===== src/wamm_pkg.sv =====
// shared types, constants and sequencer states for the windowed average / min / max block
// no dependencies; every other source file imports this package
package wamm_pkg;

  localparam int SAMPLE_BITS      = 16;
  localparam int CFG_BITS         = 5;
  localparam int WINDOW_DEPTH_DEF = 16;

  localparam logic [CFG_BITS-1:0] WINDOW_SIZE_RST = CFG_BITS'(16);

  typedef logic signed [SAMPLE_BITS-1:0] sample_t;
  typedef logic [CFG_BITS-1:0]           cfg_t;

  typedef enum logic [2:0] {
    ST_IDLE,
    ST_READ,
    ST_UPDATE,
    ST_LOAD,
    ST_DIVIDE,
    ST_FINISH
  } wamm_state_e;

endpackage


===== src/wamm_cfg_if.sv =====
// configuration write channel: valid/ready plus the window size
// depends on wamm_pkg
interface wamm_cfg_if import wamm_pkg::*; ();
  logic valid;
  logic ready;
  cfg_t window_size;

  modport source (output valid, output window_size, input ready);
  modport sink   (input valid, input window_size, output ready);
endinterface


===== src/wamm_in_if.sv =====
// sample input channel: valid/ready plus one signed sample
// depends on wamm_pkg
interface wamm_in_if import wamm_pkg::*; ();
  logic    valid;
  logic    ready;
  sample_t sample;

  modport source (output valid, output sample, input ready);
  modport sink   (input valid, input sample, output ready);
endinterface


===== src/wamm_out_if.sv =====
// result channel: valid/ready plus sample, window average, maximum and minimum
// depends on wamm_pkg
interface wamm_out_if import wamm_pkg::*; ();
  logic    valid;
  logic    ready;
  sample_t current_value;
  sample_t running_average;
  sample_t maximum_value;
  sample_t minimum_value;

  modport source (output valid, output current_value, output running_average,
                  output maximum_value, output minimum_value, input ready);
  modport sink   (input valid, input current_value, input running_average,
                  input maximum_value, input minimum_value, output ready);
endinterface


===== src/windowed_average_min_max.sv =====
// a sample goes through states READ, UPDATE, LOAD, DIVIDE, FINISH, then its result is registered
// a new sample is accepted only in ST_IDLE, after the previous one has left ST_FINISH
// the next sample is taken while a finished result still waits in the output register
// reset (rst_ni low, async): empty window, zero sum, window size 16, no min/max seen
// the sample ring is not cleared; a value read from it is only used once its slot has been written
// depends on wamm_pkg and the wamm_cfg_if, wamm_in_if and wamm_out_if interfaces
module windowed_average_min_max import wamm_pkg::*; #(
  parameter int WINDOW_DEPTH = WINDOW_DEPTH_DEF
) (
  input  logic        clk_i,
  input  logic        rst_ni,
  wamm_cfg_if.sink    cfg_i,
  wamm_in_if.sink     in_i,
  wamm_out_if.source  out_o
);

  localparam int IDX_W = (WINDOW_DEPTH > 1) ? $clog2(WINDOW_DEPTH) : 1;
  localparam int CNT_W = $clog2(WINDOW_DEPTH + 1);
  localparam int SUM_W = SAMPLE_BITS + $clog2(WINDOW_DEPTH);
  localparam int BIT_W = $clog2(SUM_W);

  wamm_state_e state_q, state_d;

  logic in_rdy, cfg_rdy, out_load;
  logic out_free;

  // window state
  cfg_t                    window_size_q;
  logic [CNT_W-1:0]        fill_q;
  logic [IDX_W-1:0]        oldest_q;
  logic signed [SUM_W-1:0] sum_q;
  logic                    seen_q;
  sample_t                 max_q, min_q;

  // per-item working registers
  sample_t          sample_q;
  sample_t          old_q;
  logic [IDX_W-1:0] slot_q;
  logic             full_q;
  logic [CNT_W-1:0] win_q;
  logic [SUM_W-1:0] quo_q;
  logic [CNT_W-1:0] rem_q;
  logic             neg_q;
  logic [BIT_W-1:0] bit_cnt_q;

  sample_t ring_q [WINDOW_DEPTH];

  logic                 out_vld_q;
  sample_t              out_cur_q, out_avg_q, out_max_q, out_min_q;

  logic [CNT_W-1:0]     win_eff;
  logic [CNT_W:0]       trial;
  logic [SUM_W-1:0]     avg_full;
  logic [CNT_W-1:0]     slot_inc;

  // saturate the programmed size to 1..WINDOW_DEPTH
  always_comb begin
    if (window_size_q == '0) begin
      win_eff = CNT_W'(1);
    end else if (32'(window_size_q) > WINDOW_DEPTH) begin
      win_eff = CNT_W'(WINDOW_DEPTH);
    end else begin
      win_eff = CNT_W'(window_size_q);
    end
  end

  assign out_free = !out_vld_q || out_o.ready;
  assign trial    = {rem_q, quo_q[SUM_W-1]};
  assign avg_full = neg_q ? (~quo_q + SUM_W'(1)) : quo_q;
  assign slot_inc = CNT_W'(slot_q) + CNT_W'(1);

  // sequencer
  always_ff @(posedge clk_i or negedge rst_ni) begin
    if (!rst_ni) begin
      state_q <= ST_IDLE;
    end else begin
      state_q <= state_d;
    end
  end

  always_comb begin
    state_d  = state_q;
    in_rdy   = 1'b0;
    cfg_rdy  = 1'b0;
    out_load = 1'b0;
    case (state_q)
      ST_IDLE: begin
        cfg_rdy = 1'b1;
        in_rdy  = !cfg_i.valid;
        if (in_i.valid && in_rdy) begin
          state_d = ST_READ;
        end
      end
      ST_READ:   state_d = ST_UPDATE;
      ST_UPDATE: state_d = ST_LOAD;
      ST_LOAD:   state_d = ST_DIVIDE;
      ST_DIVIDE: begin
        if (bit_cnt_q == '0) begin
          state_d = ST_FINISH;
        end
      end
      ST_FINISH: begin
        if (out_free) begin
          out_load = 1'b1;
          state_d  = ST_IDLE;
        end
      end
      default: state_d = ST_IDLE;
    endcase
  end

  assign in_i.ready  = in_rdy;
  assign cfg_i.ready = cfg_rdy;

  // sample ring, registered read of the slot about to be replaced
  always_ff @(posedge clk_i) begin
    if (state_q == ST_UPDATE) begin
      ring_q[slot_q] <= sample_q;
    end
    if (state_q == ST_READ) begin
      old_q <= ring_q[slot_q];
    end
  end

  // window size write, window, sum and extreme tracking
  always_ff @(posedge clk_i or negedge rst_ni) begin
    if (!rst_ni) begin
      window_size_q <= WINDOW_SIZE_RST;
      fill_q        <= '0;
      oldest_q      <= '0;
      sum_q         <= '0;
      seen_q        <= 1'b0;
      max_q         <= '0;
      min_q         <= '0;
    end else if (cfg_i.valid && cfg_rdy) begin
      window_size_q <= cfg_i.window_size;
      fill_q        <= '0;
      oldest_q      <= '0;
      sum_q         <= '0;
    end else if (state_q == ST_UPDATE) begin
      sum_q <= sum_q - (full_q ? SUM_W'(old_q) : SUM_W'(0)) + SUM_W'(sample_q);
      if (full_q) begin
        oldest_q <= (slot_inc == win_q) ? '0 : slot_q + IDX_W'(1);
      end else begin
        fill_q <= fill_q + CNT_W'(1);
      end
      if (!seen_q || sample_q > max_q) begin
        max_q <= sample_q;
      end
      if (!seen_q || sample_q < min_q) begin
        min_q <= sample_q;
      end
      seen_q <= 1'b1;
    end
  end

  // item latch and restoring divider, one quotient bit per cycle
  always_ff @(posedge clk_i) begin
    case (state_q)
      ST_IDLE: begin
        if (in_i.valid && in_rdy) begin
          sample_q <= in_i.sample;
          win_q    <= win_eff;
          full_q   <= (fill_q >= win_eff);
          slot_q   <= (fill_q >= win_eff) ? oldest_q : fill_q[IDX_W-1:0];
        end
      end
      ST_LOAD: begin
        neg_q     <= sum_q[SUM_W-1];
        quo_q     <= sum_q[SUM_W-1] ? $unsigned(-sum_q) : $unsigned(sum_q);
        rem_q     <= '0;
        bit_cnt_q <= BIT_W'(SUM_W - 1);
      end
      ST_DIVIDE: begin
        bit_cnt_q <= bit_cnt_q - BIT_W'(1);
        if (trial >= {1'b0, fill_q}) begin
          rem_q <= CNT_W'(trial - {1'b0, fill_q});
          quo_q <= {quo_q[SUM_W-2:0], 1'b1};
        end else begin
          rem_q <= trial[CNT_W-1:0];
          quo_q <= {quo_q[SUM_W-2:0], 1'b0};
        end
      end
      default: ;
    endcase
  end

  // output register
  always_ff @(posedge clk_i or negedge rst_ni) begin
    if (!rst_ni) begin
      out_vld_q <= 1'b0;
    end else if (out_load) begin
      out_vld_q <= 1'b1;
    end else if (out_o.ready) begin
      out_vld_q <= 1'b0;
    end
  end

  always_ff @(posedge clk_i) begin
    if (out_load) begin
      out_cur_q <= sample_q;
      out_avg_q <= avg_full[SAMPLE_BITS-1:0];
      out_max_q <= max_q;
      out_min_q <= min_q;
    end
  end

  assign out_o.valid           = out_vld_q;
  assign out_o.current_value   = out_cur_q;
  assign out_o.running_average = out_avg_q;
  assign out_o.maximum_value   = out_max_q;
  assign out_o.minimum_value   = out_min_q;

endmodule


===== src/flat_wrapper.sv =====
// flat-port wrapper written by rule: the top's interface ports become plain ports
module windowed_average_min_max_flat import wamm_pkg::*;
#(
  parameter int WINDOW_DEPTH = WINDOW_DEPTH_DEF
)
  (clk_i, rst_ni, cfg_i_valid, cfg_i_window_size, cfg_i_ready, in_i_valid, in_i_sample, in_i_ready, out_o_valid, out_o_current_value, out_o_running_average, out_o_maximum_value, out_o_minimum_value, out_o_ready);
  wamm_cfg_if cfg_i_i ();
  wamm_in_if in_i_i ();
  wamm_out_if out_o_i ();
  input  logic clk_i;
  input  logic rst_ni;
  input wire logic [$bits(cfg_i_i.valid)-1:0] cfg_i_valid;
  input wire logic [$bits(cfg_i_i.window_size)-1:0] cfg_i_window_size;
  output wire logic [$bits(cfg_i_i.ready)-1:0] cfg_i_ready;
  input wire logic [$bits(in_i_i.valid)-1:0] in_i_valid;
  input wire logic [$bits(in_i_i.sample)-1:0] in_i_sample;
  output wire logic [$bits(in_i_i.ready)-1:0] in_i_ready;
  output wire logic [$bits(out_o_i.valid)-1:0] out_o_valid;
  output wire logic [$bits(out_o_i.current_value)-1:0] out_o_current_value;
  output wire logic [$bits(out_o_i.running_average)-1:0] out_o_running_average;
  output wire logic [$bits(out_o_i.maximum_value)-1:0] out_o_maximum_value;
  output wire logic [$bits(out_o_i.minimum_value)-1:0] out_o_minimum_value;
  input wire logic [$bits(out_o_i.ready)-1:0] out_o_ready;
  assign cfg_i_i.valid = cfg_i_valid;
  assign cfg_i_i.window_size = cfg_i_window_size;
  assign cfg_i_ready = cfg_i_i.ready;
  assign in_i_i.valid = in_i_valid;
  assign in_i_i.sample = in_i_sample;
  assign in_i_ready = in_i_i.ready;
  assign out_o_valid = out_o_i.valid;
  assign out_o_current_value = out_o_i.current_value;
  assign out_o_running_average = out_o_i.running_average;
  assign out_o_maximum_value = out_o_i.maximum_value;
  assign out_o_minimum_value = out_o_i.minimum_value;
  assign out_o_i.ready = out_o_ready;
  windowed_average_min_max #(.WINDOW_DEPTH(WINDOW_DEPTH)) u_core (.clk_i(clk_i), .rst_ni(rst_ni), .cfg_i(cfg_i_i), .in_i(in_i_i), .out_o(out_o_i));
endmodule

===== config.mk =====
export PLATFORM = sky130hd
export DESIGN_NAME = windowed_average_min_max_flat
export DESIGN_NICKNAME = d
export VERILOG_FILES = /design/src/wamm_pkg.sv /design/src/wamm_cfg_if.sv /design/src/wamm_in_if.sv /design/src/wamm_out_if.sv /design/src/windowed_average_min_max.sv /design/src/flat_wrapper.sv
export SDC_FILE = /design/constraint.sdc
export NUM_CORES = 1
export LEC_CHECK = 0
export CORE_AREA = 5 5 294 296
export DETAILED_ROUTE_END_ITERATION = 6
export DIE_AREA = 0 0 299 301
export DONT_BUFFER_PORTS = 1
export GPL_ROUTABILITY_DRIVEN = 0
export PLACE_DENSITY = 0.46
export SYNTH_ARGS = -nofsm -noshare
export SYNTH_HDL_FRONTEND = slang
export SYNTH_SLANG_ARGS = --single-unit

===== constraint.sdc =====
create_clock -name clk_i -period 3.9 [get_ports clk_i]
set_input_delay 0.39 -clock clk_i [delete_from_list [all_inputs] [get_ports clk_i]]
set_output_delay 0.39 -clock clk_i [all_outputs]
set_load 0.01 [all_outputs]

# == After elaboration in Yosys (flattened, before gate mapping) ==
# Memory sizes are Yosys's and may differ from the RTL's. A register that Yosys moved wholly into a read port is not among the register bits.
# Cells that the tools add are included.
# word_totals
output_inout_bits,67
inputBits,26
regBits,192
ramBits,256
memories,1
elab_cells,103
# classes
n_mux,32
bitwise_logic,2
reduce_logical,23
addsub,9
n_lt_le_gt_ge,5
n_eq_ne,10
# mem_list
name,depth,word_bits,rd,rd_clocked_by_memory_dff,wr,line_no,source
u_core.ring_q,16,16,1,1,1,windowed_average_min_max.sv:46,sample_t ring_q [WINDOW_DEPTH];
# ops
cell,count
two-way mux 20 bit,4
case mux 20 bit (2 select lines),1
two-way mux 5 bit,6
adder 20 x 16 -> 20 bit,1
two-way mux 4 bit,5
negator 20 bit,1
case mux 5 bit (2 select lines),2
subtractor 20 bit,1
case mux 3 bit (6 select lines),1
adder 16 x 1 -> 16 bit (second input constant),1
greater-than comparator 16 bit,1
less-than comparator 16 bit,1
two-way mux 16 bit,1
inverter 16 bit,1
zero test 5 bit,2
two-way mux 1 bit,9
two-way mux 3 bit,3
AND reduction 3 bit,3
AND reduction 2 bit,4
nonzero test 2 bit,4
== test 3 x 2 -> 1 bit (second input constant),2
== test 3 bit (second input constant),2
>= comparator 6 x 5 -> 1 bit,1
inequality test 2 x 1 -> 1 bit (second input constant),3
15 further kinds,21

# == Logic depth before layout (Yosys ltp) ==
# Gate-level depths: netlist of run 1.
# logic_depth
depth_word,6
mapped_depth,15
depth_no_buf,13

# == Worst setup path after synthesis of run 1 ==
# OpenSTA, ideal clock, no wires.
# synth_timing
path_kind,register to register
from,reg u_core.state_q[2]
to,"reg u_core.out_cur_q[0] (netlist: u_core.out_o.current_value[0]), enable pin"
period_less_slack_ps,4150
path_slack_ps,-250
t_required_ps,3414
setup_time_ps,486
path_buffers,1
path_stages_with_launch,5
arrival_ps,3663
cell_sequence,dfrtp_1 clkbuf_1 nor2b_1 nand2_1 nor2_1
# synth_between
elab_chain_cells,2
# synth_lines
item,line_no,source
"start, declared",windowed_average_min_max.sv:22,"wamm_state_e state_q, state_d;"
"start signal, assigned",windowed_average_min_max.sv:77,state_q <= state_d;
== test 3 bit,windowed_average_min_max.sv:86,case (state_q)
two-way mux 1 bit,windowed_average_min_max.sv:86,
named net u_core.out_load,windowed_average_min_max.sv:24,"logic in_rdy, cfg_rdy, out_load;"
"end signal, assigned",windowed_average_min_max.sv:201,out_cur_q <= sample_q;
"end, declared",windowed_average_min_max.sv:49,"sample_t out_cur_q, out_avg_q, out_max_q, out_min_q;"
# The timed path passes the listed nets, and every way through them passes these cells.
# A chain may end at the register's enable or synchronous reset.

# == Worst setup path after layout of run 1 ==
# layout_timing
from,reg u_core.full_q
to,reg u_core.sum_q[19]
# layout_between
elab_chain_cells,5
# layout_lines
item,line_no,source
"start, declared",windowed_average_min_max.sv:39,logic full_q;
"start signal, assigned",windowed_average_min_max.sv:164,full_q <= (fill_q >= win_eff);
two-way mux 20 bit,windowed_average_min_max.sv:141,sum_q <= sum_q - (full_q ? SUM_W'(old_q) : SUM_W'(0)) + SUM_W'(sample_q);
subtractor 20 bit,windowed_average_min_max.sv:141,
adder 20 x 16 -> 20 bit,windowed_average_min_max.sv:141,
two-way mux 20 bit,windowed_average_min_max.sv:140,end else if (state_q == ST_UPDATE) begin
two-way mux 20 bit,windowed_average_min_max.sv:135,end else if (cfg_i.valid && cfg_rdy) begin
"end signal, assigned",windowed_average_min_max.sv:141,
"end, declared",windowed_average_min_max.sv:31,logic signed [SUM_W-1:0] sum_q;
# Every way passes these cells. The select of a mux whose other input is x is not followed.

==> results_dict.tcl, run 1 <==
set metrics [dict create \
    fillCellCount 8322 \
    switching_share_pct 33.32 \
    final.setup.tns_ns 0 \
    grt-busiest-layer "met2" \
    design.die.area_sq_um 90000 \
    grt_use_met2_pct 20.66 \
    fin_crit_sh_pct 86.58 \
    hpwl_um 36670 \
    die_w_um 299 \
    final_layout_size_suffix_gt1_share_pct 16.53 \
    comb_power_share_pct 30.8 \
    ys_types 58 \
    antenna_found_initial 10 \
    grt_pass1_wl_um 79840 \
    grt_max_degree 72 \
    period_needed_ns 3.377 \
    multiInputGateArea_sq_um 6442 \
    finalWirelength_um 53490 \
    ys_ff_latch 464 \
    slew_headroom_pct 34.82 \
    ys_warn_count 0 \
    seq_area_sq_um 13580 \
    grt_pass1_vias 12070 \
    critPathMaxStageDelay_ns 0.63 \
    ctsResizeCount 0 \
    dr.pass1.iters 5 \
    fmax_mhz 296.1 \
    synth_top_area_share_pct 57.04 \
    path_max_fanout 20 \
    ys_seq_area_share_pct 65.63 \
    cp_data_required_time_ns 4.41 \
    cts_tree "yes" \
    grtUsageMet1_pct 14.84 \
    fin_nets 1564 \
    dieHeight_um 301 \
    ant_nets 0 \
    syn_inst 1372 \
    finalClockSkew_ns 0.03749 \
    initial_core_util_pct 24.84 \
    cts.root.buffer_cell "clkbuf_16" \
    cp_slowest_cell "edfxtp_1" \
    start_kind "flop" \
    clkTransAtPathRegs_ns 0.06 \
    max_slew.worst_pin.slew_ns 0.9734 \
    grt_usage_pct 11.79 \
    clkSinkCount 464 \
    synth_edf_count 393 \
    clock_path_buffers 3 \
    syn_area_per_cell_sq_um 15.08 \
    postCtsHoldBufs 24 \
    synthArstFlopShare_pct 15.30 \
    synth_area_leaders "edfxtp_1 57%, mux4_2 8.7%, dfrtp_1 8.5%" \
    viasPerCell 4.479 \
    cts_buffers 49 \
    power_density_nw_per_um2 723.1 \
    avgRoutedWirePerCell_um 20.80 \
    p_sw_mw 5.882 \
    drt_iter0_drc 666 \
    syn_to_final_growth_pct 17.98 \
    hold_viol 0 \
    p_clk_share_pct 29.2 \
    grt_overflow_total 0 \
    crit_chain "and2_1 -> fa_1 -> inv_1 -> ha_1 -> a21oi_1 -> nor2_1 -> o2111ai_1 -> a31oi_1 -> or3_1 -> a21oi_1 -> mux2i_1" \
    cp-end-kind "flop" \
    yosysTopAreaCell "edfxtp_1" \
    post_cts_buffers 0 \
    seqPwrFrac_pct 40.0 \
    rsz0062_at_grt "no" \
    drc 0 \
    vdd_drop_max_mv 0.3107 \
    drv_slew 0 \
    finalSetupViolations 0 \
    clock_latency_ns 0.61 \
    status "finished clean" \
    syn_area_sq_um 20690 \
    power.internal_mw 11.77 \
    via_count 11520 \
    crit_top_cell "a21oi_1" \
    pin_count 93 \
    grtUsageMet3_pct 2.466 \
    core_area_sq_um 83290 \
    hold_class "input port to flop" \
    cts_max_level 2 \
    syn-num-nets 1488 \
    ys.flop_type "edfxtp_1" \
    leakage_nw 8.820 \
    fin_hold_ws_ns 0.1707 \
    port-buffer-count 0 \
    crit_arrival_ns 3.89 \
    drv_cap 0 \
    path_class "flop to flop" \
    row_count 106 \
]
-- synthesized netlist by cell type (all sizes together) (5+ instances only) --
cell type,n
edfxtp,393
inv,136
nand2,101
mux4,80
dfrtp,70
ha,70
o21ai,66
nor2,50
clkbuf,47
xnor2,46
a21oi,45
nor3,31
a21o,21
fa,20
mux2i,19
a221o,17
and2,16
nand3,16
nand2b,14
nand4,14
xor2,14
nor2b,10
o31ai,10
buf,7
and3,5
mux2,5
-- worst max-delay path: cells and delay by family, from the launching register on --
kind            cells  cell delay (ns)
simple gates        3             0.74
fa+ha+maj           2             0.82
mux                 1             0.19
compound gates      4             0.87
flops               1             0.63
buf+inv             1             0.06
-- sequential cells by signal, summed over array words and instances (netlist names), 3 cells and up --
name                          cells
u_core.ring_q                   256
u_core.quo_q                     20
u_core.sum_q                     20
u_core.max_q                     16
u_core.min_q                     16
u_core.old_q                     16
u_core.out_o.current_value       16
u_core.out_o.maximum_value       16
u_core.out_o.minimum_value       16
u_core.out_o.running_average     16
u_core.sample_q                  16
u_core.bit_cnt_q                  5
u_core.fill_q                     5
u_core.rem_q                      5
u_core.win_q                      5
u_core.window_size_q              5
u_core.oldest_q                   4
u_core.slot_q                     4
u_core.state_q                    3
-- area by class of cell --
| class | count | share of cell area (%) |
|---|---|---|
| diodes | 4 | 0.04101 |
| repair buffers | 79 | 2.901 |
| multi-input cells | 718 | 26.39 |
| inverters | 136 | 2.091 |
| flip-flops and latches | 464 | 55.63 |
| clock buffers | 54 | 5.182 |
| well taps | 1080 | 5.536 |
| clock inverters | 37 | 2.225 |
-- power by group through the flow --
stage	clock network (mW)	logic, mW	registers [mW]
2_1_floorplan	0	4.02	6.92
3_3_place_gp	0	5.42	7.16
3_5_place_dp	0	5.46	7.17
4_1_cts	5.32	5.53	7.07
5_1_grt	5.52	6.12	7.15
6_report	5.16	5.44	7.05
-- worst paths after layout --
path	from	endpoint	slack (ns)	cells past startpoint
max	u_core.full_q	u_core.sum_q[19]	0.52	11
min	in_i_valid	u_core.state_q[0]	0.17	3
max reg2reg	u_core.full_q	u_core.sum_q[19]	0.52	11
min reg2reg	u_core.min_q[12]	u_core.out_o.minimum_value[12]	0.45	0
max in group asynchronous	rst_ni	u_core.window_size_q[4]	3.16	2
min in group asynchronous	rst_ni	u_core.min_q[10]	0.32	2
-- placed cells by master (no fill, tap or decap), types with 46 or more instances in the layout --
cell type  synthesis  layout
edfxtp_1         393     393
inv_1            136     136
nand2_1          101     101
mux4_2            80      80
ha_1              70      70
dfrtp_1           70      70
o21ai_0           62      61
buf_4              0      52
nor2_1            50      49
clkbuf_16          0      49
xnor2_1           46      46
-- per-stage QoR --
stage / setup slack, ns / instances / area (sq um) / util (%) / total power [mW]
2_1_floorplan: 0.2564 / 1372 / 20690 / - / 10.94
3_3_place_gp: 0.5251 / 2453 / 22330 / 26.81 / 12.57
3_5_place_dp: 0.5321 / 2453 / 22330 / 26.81 / 12.63
4_1_cts: 0.5307 / 2568 / 24400 / 29.29 / 17.93
5_1_grt: 0.2297 / 2568 / 24400 / 29.29 / 18.79
6_report: 0.5233 / 2572 / 24410 / 29.31 / 17.65
-- logic make-up (layout without fill, tap and decap cells) --
family,Yosys count,after routing,share of synthesized area (%)
flip-flops,464,464,65.63
AND/OR/NAND/NOR,273,273,6.247
AO/OA/AOI/OAI,191,191,6.041
buffers and inverters,190,306,3.471
multiplexers,104,104,9.900
adder cells (fa/ha/maj),90,90,6.168
XOR/XNOR,60,60,2.540
other,0,4,0
-- per-layer routing --
metal | wire (um) | vias to the layer above
met5 | 27 | -
met4 | 1308 | 4
met3 | 2360 | 75
met2 | 26970 | 210
met1 | 22830 | 5964
li1 | - | 5266
No activity file was read; power rests on OpenSTA's default activity.
==> inputs of run 2 (changes only) <==
--- a/config.mk
+++ b/config.mk
@@ -5,12 +5,13 @@
 export SDC_FILE = /design/constraint.sdc
 export NUM_CORES = 1
 export LEC_CHECK = 0
-export CORE_AREA = 5 5 294 296
+export CORE_AREA = 5 5 281 310
 export DETAILED_ROUTE_END_ITERATION = 6
-export DIE_AREA = 0 0 299 301
+export DIE_AREA = 0 0 286 315
 export DONT_BUFFER_PORTS = 1
 export GPL_ROUTABILITY_DRIVEN = 0
 export PLACE_DENSITY = 0.46
+export SETUP_SLACK_MARGIN = 0.05
 export SYNTH_ARGS = -nofsm -noshare
 export SYNTH_HDL_FRONTEND = slang
 export SYNTH_SLANG_ARGS = --single-unit
==> run 2 against run 1 <==
Clock power decreased by 7.8%. Highest routed layer unchanged. Power decreased by 2.1%. Cell count decreased by 0.31%. Register-to-register slack got worse by 0.05 ns. Critical path type unchanged.
==> results_dict.tcl, run 2 (synthesis gave the netlist of run 1 again) <==
set metrics [dict create \
    drt_iter0_drc 686 \
    grt_usage_pct 11.82 \
    antenna_found_initial 5 \
    viasPerCell 4.461 \
    largest_reg_flops 256 \
    clkSinkCount 464 \
    hold_path_end "u_core.state_q[0]" \
    row_count 111 \
    fin_ws_ns 0.4746 \
    fin_crit_sh_pct 87.83 \
    cts_buffers 49 \
    core_area_sq_um 83190 \
    placed_cell_area_sq_um 22340 \
    place_ws_ns 0.4523 \
    cp_data_required_time_ns 4.42 \
    start_kind "flop" \
    fin_hold_ws_ns 0.1379 \
    path_max_fanout 20 \
    final_layout_size_suffix_gt1_share_pct 16.19 \
    dp.cells 2446 \
    final.setup.tns_ns 0 \
    finalNonFillerCells 2564 \
    fin_area_sq_um 24240 \
    initial_core_util_pct 24.87 \
    clock_path_buffers 3 \
    min_delay_path_depth 3 \
    r2r_slack_ns 0.47 \
    power_mw 17.27 \
    hold_class "input port to flop" \
    dr.pass1.iters 5 \
    fmax_mhz 291.9 \
    clkTransAtPathRegs_ns 0.07 \
    path_class "flop to flop" \
    timing.rr.start "u_core.full_q" \
    slew_headroom_pct 31.21 \
    power_density_nw_per_um2 712.6 \
    cp-end-kind "flop" \
    design.die.area_sq_um 90090 \
    clock_latency_ns 0.61 \
    period_needed_ns 3.425 \
    fin_util_pct 29.14 \
    rsz0062_at_grt "no" \
    dieHeight_um 315 \
    status "finished clean" \
    grt_pass1_vias 12170 \
    die_w_um 286 \
    hold_start "in_i_valid" \
    leakage_nw 8.749 \
    cts.root.buffer_cell "clkbuf_16" \
    via_count 11440 \
    drc 0 \
    finalClockSkew_ns 0.01908 \
    drv_slew 0 \
    fin_nets 1564 \
    grt_overflow_total 0 \
    finalSetupViolations 0 \
    top_register "u_core.ring_q" \
    cts_max_level 2 \
    reg_top3 "u_core.ring_q x256, u_core.quo_q x20, u_core.sum_q x20" \
    drv_cap 0 \
    crit_arrival_ns 3.95 \
    port-buffer-count 0 \
    final_common_cell "edfxtp_1" \
    post_cts_buffers 0 \
    ant_nets 0 \
    grt_max_degree 72 \
    hpwl_um 37140 \
    syn_to_final_growth_pct 17.15 \
    rr_worst_depth 11 \
    avgRoutedWirePerCell_um 20.92 \
    grt_pass1_wl_um 79720 \
    finalWirelength_um 53640 \
    cts_tree "yes" \
    pin_count 93 \
    vdd_drop_max_mv 0.3403 \
    r2r-end "u_core.sum_q[19]" \
    hold_viol 0 \
    max_slew.worst_pin.slew_ns 1.032 \
    final_cell_mix "393 x edfxtp_1, 136 x inv_1, 101 x nand2_1" \
]
-- run 2: cell types whose count changed in the layout (fill, tap and decap cells not counted), sizes merged --
cell      change
bufinv        -6
clkbuf        +5
clkinvlp      -1
diode         -2
inv           +3
-- run 2: power by group --
part           internal [mW]  switching (mW)  leakage [nW]
clock                   2.71            2.05         0.796
combinational           2.27            3.07          3.51
sequential              6.41           0.761          4.44
-- run 2: how the worst max path moves through the flow --
stage	startpoint	to	depth (start not counted)
after floorplan	u_core.state_q[0]	u_core.full_q	2
final	u_core.full_q	u_core.sum_q[19]	11
after detailed placement	u_core.full_q	u_core.sum_q[19]	11
after CTS	u_core.full_q	u_core.sum_q[19]	11
after global routing	u_core.full_q	u_core.sum_q[19]	11
after global placement	u_core.full_q	u_core.sum_q[19]	11
-- run 2: per-layer routing --
| metal | vias to the layer above | routed length (um) | global-route usage, % |
|---|---|---|---|
| met3 | 87 | 2018 | 2.278 |
| met1 | 5885 | 21430 | 13.81 |
| met5 | - | 13 | 0 |
| met2 | 204 | 28500 | 21.78 |
| met4 | 2 | 1676 | 3.813 |
| li1 | 5259 | - | - |
-- run 2: area by class of cell --
| class | count | area [sq um] |
|---|---|---|
| clock inverter | 33 | 364.1 |
| multi-input combinational | 718 | 6442 |
| antenna | 2 | 5.005 |
| tap | 1073 | 1343 |
| inverter | 136 | 510.5 |
| fill | 8267 | 58950 |
| clock buffer | 59 | 1274 |
| timing repair buffer | 79 | 720.7 |
| sequential | 464 | 13580 |
-- run 2: timing repair --
action / CTS / global route
hold buffers: 24 / 0
resized for setup: 0 / 0
hold endpoints to repair: 94 / 0
-- run 2: critical path, stage by stage, from the launching register on --
cell and delay [ns]:
edfxtp_1 0.61, and2_1 0.25, fa_1 0.53, inv_1 0.06, ha_1 0.29, a21oi_1 0.20
nor2_1 0.11, o2111ai_1 0.39, a31oi_1 0.16, or3_1 0.37, a21oi_1 0.19, mux2i_1 0.19
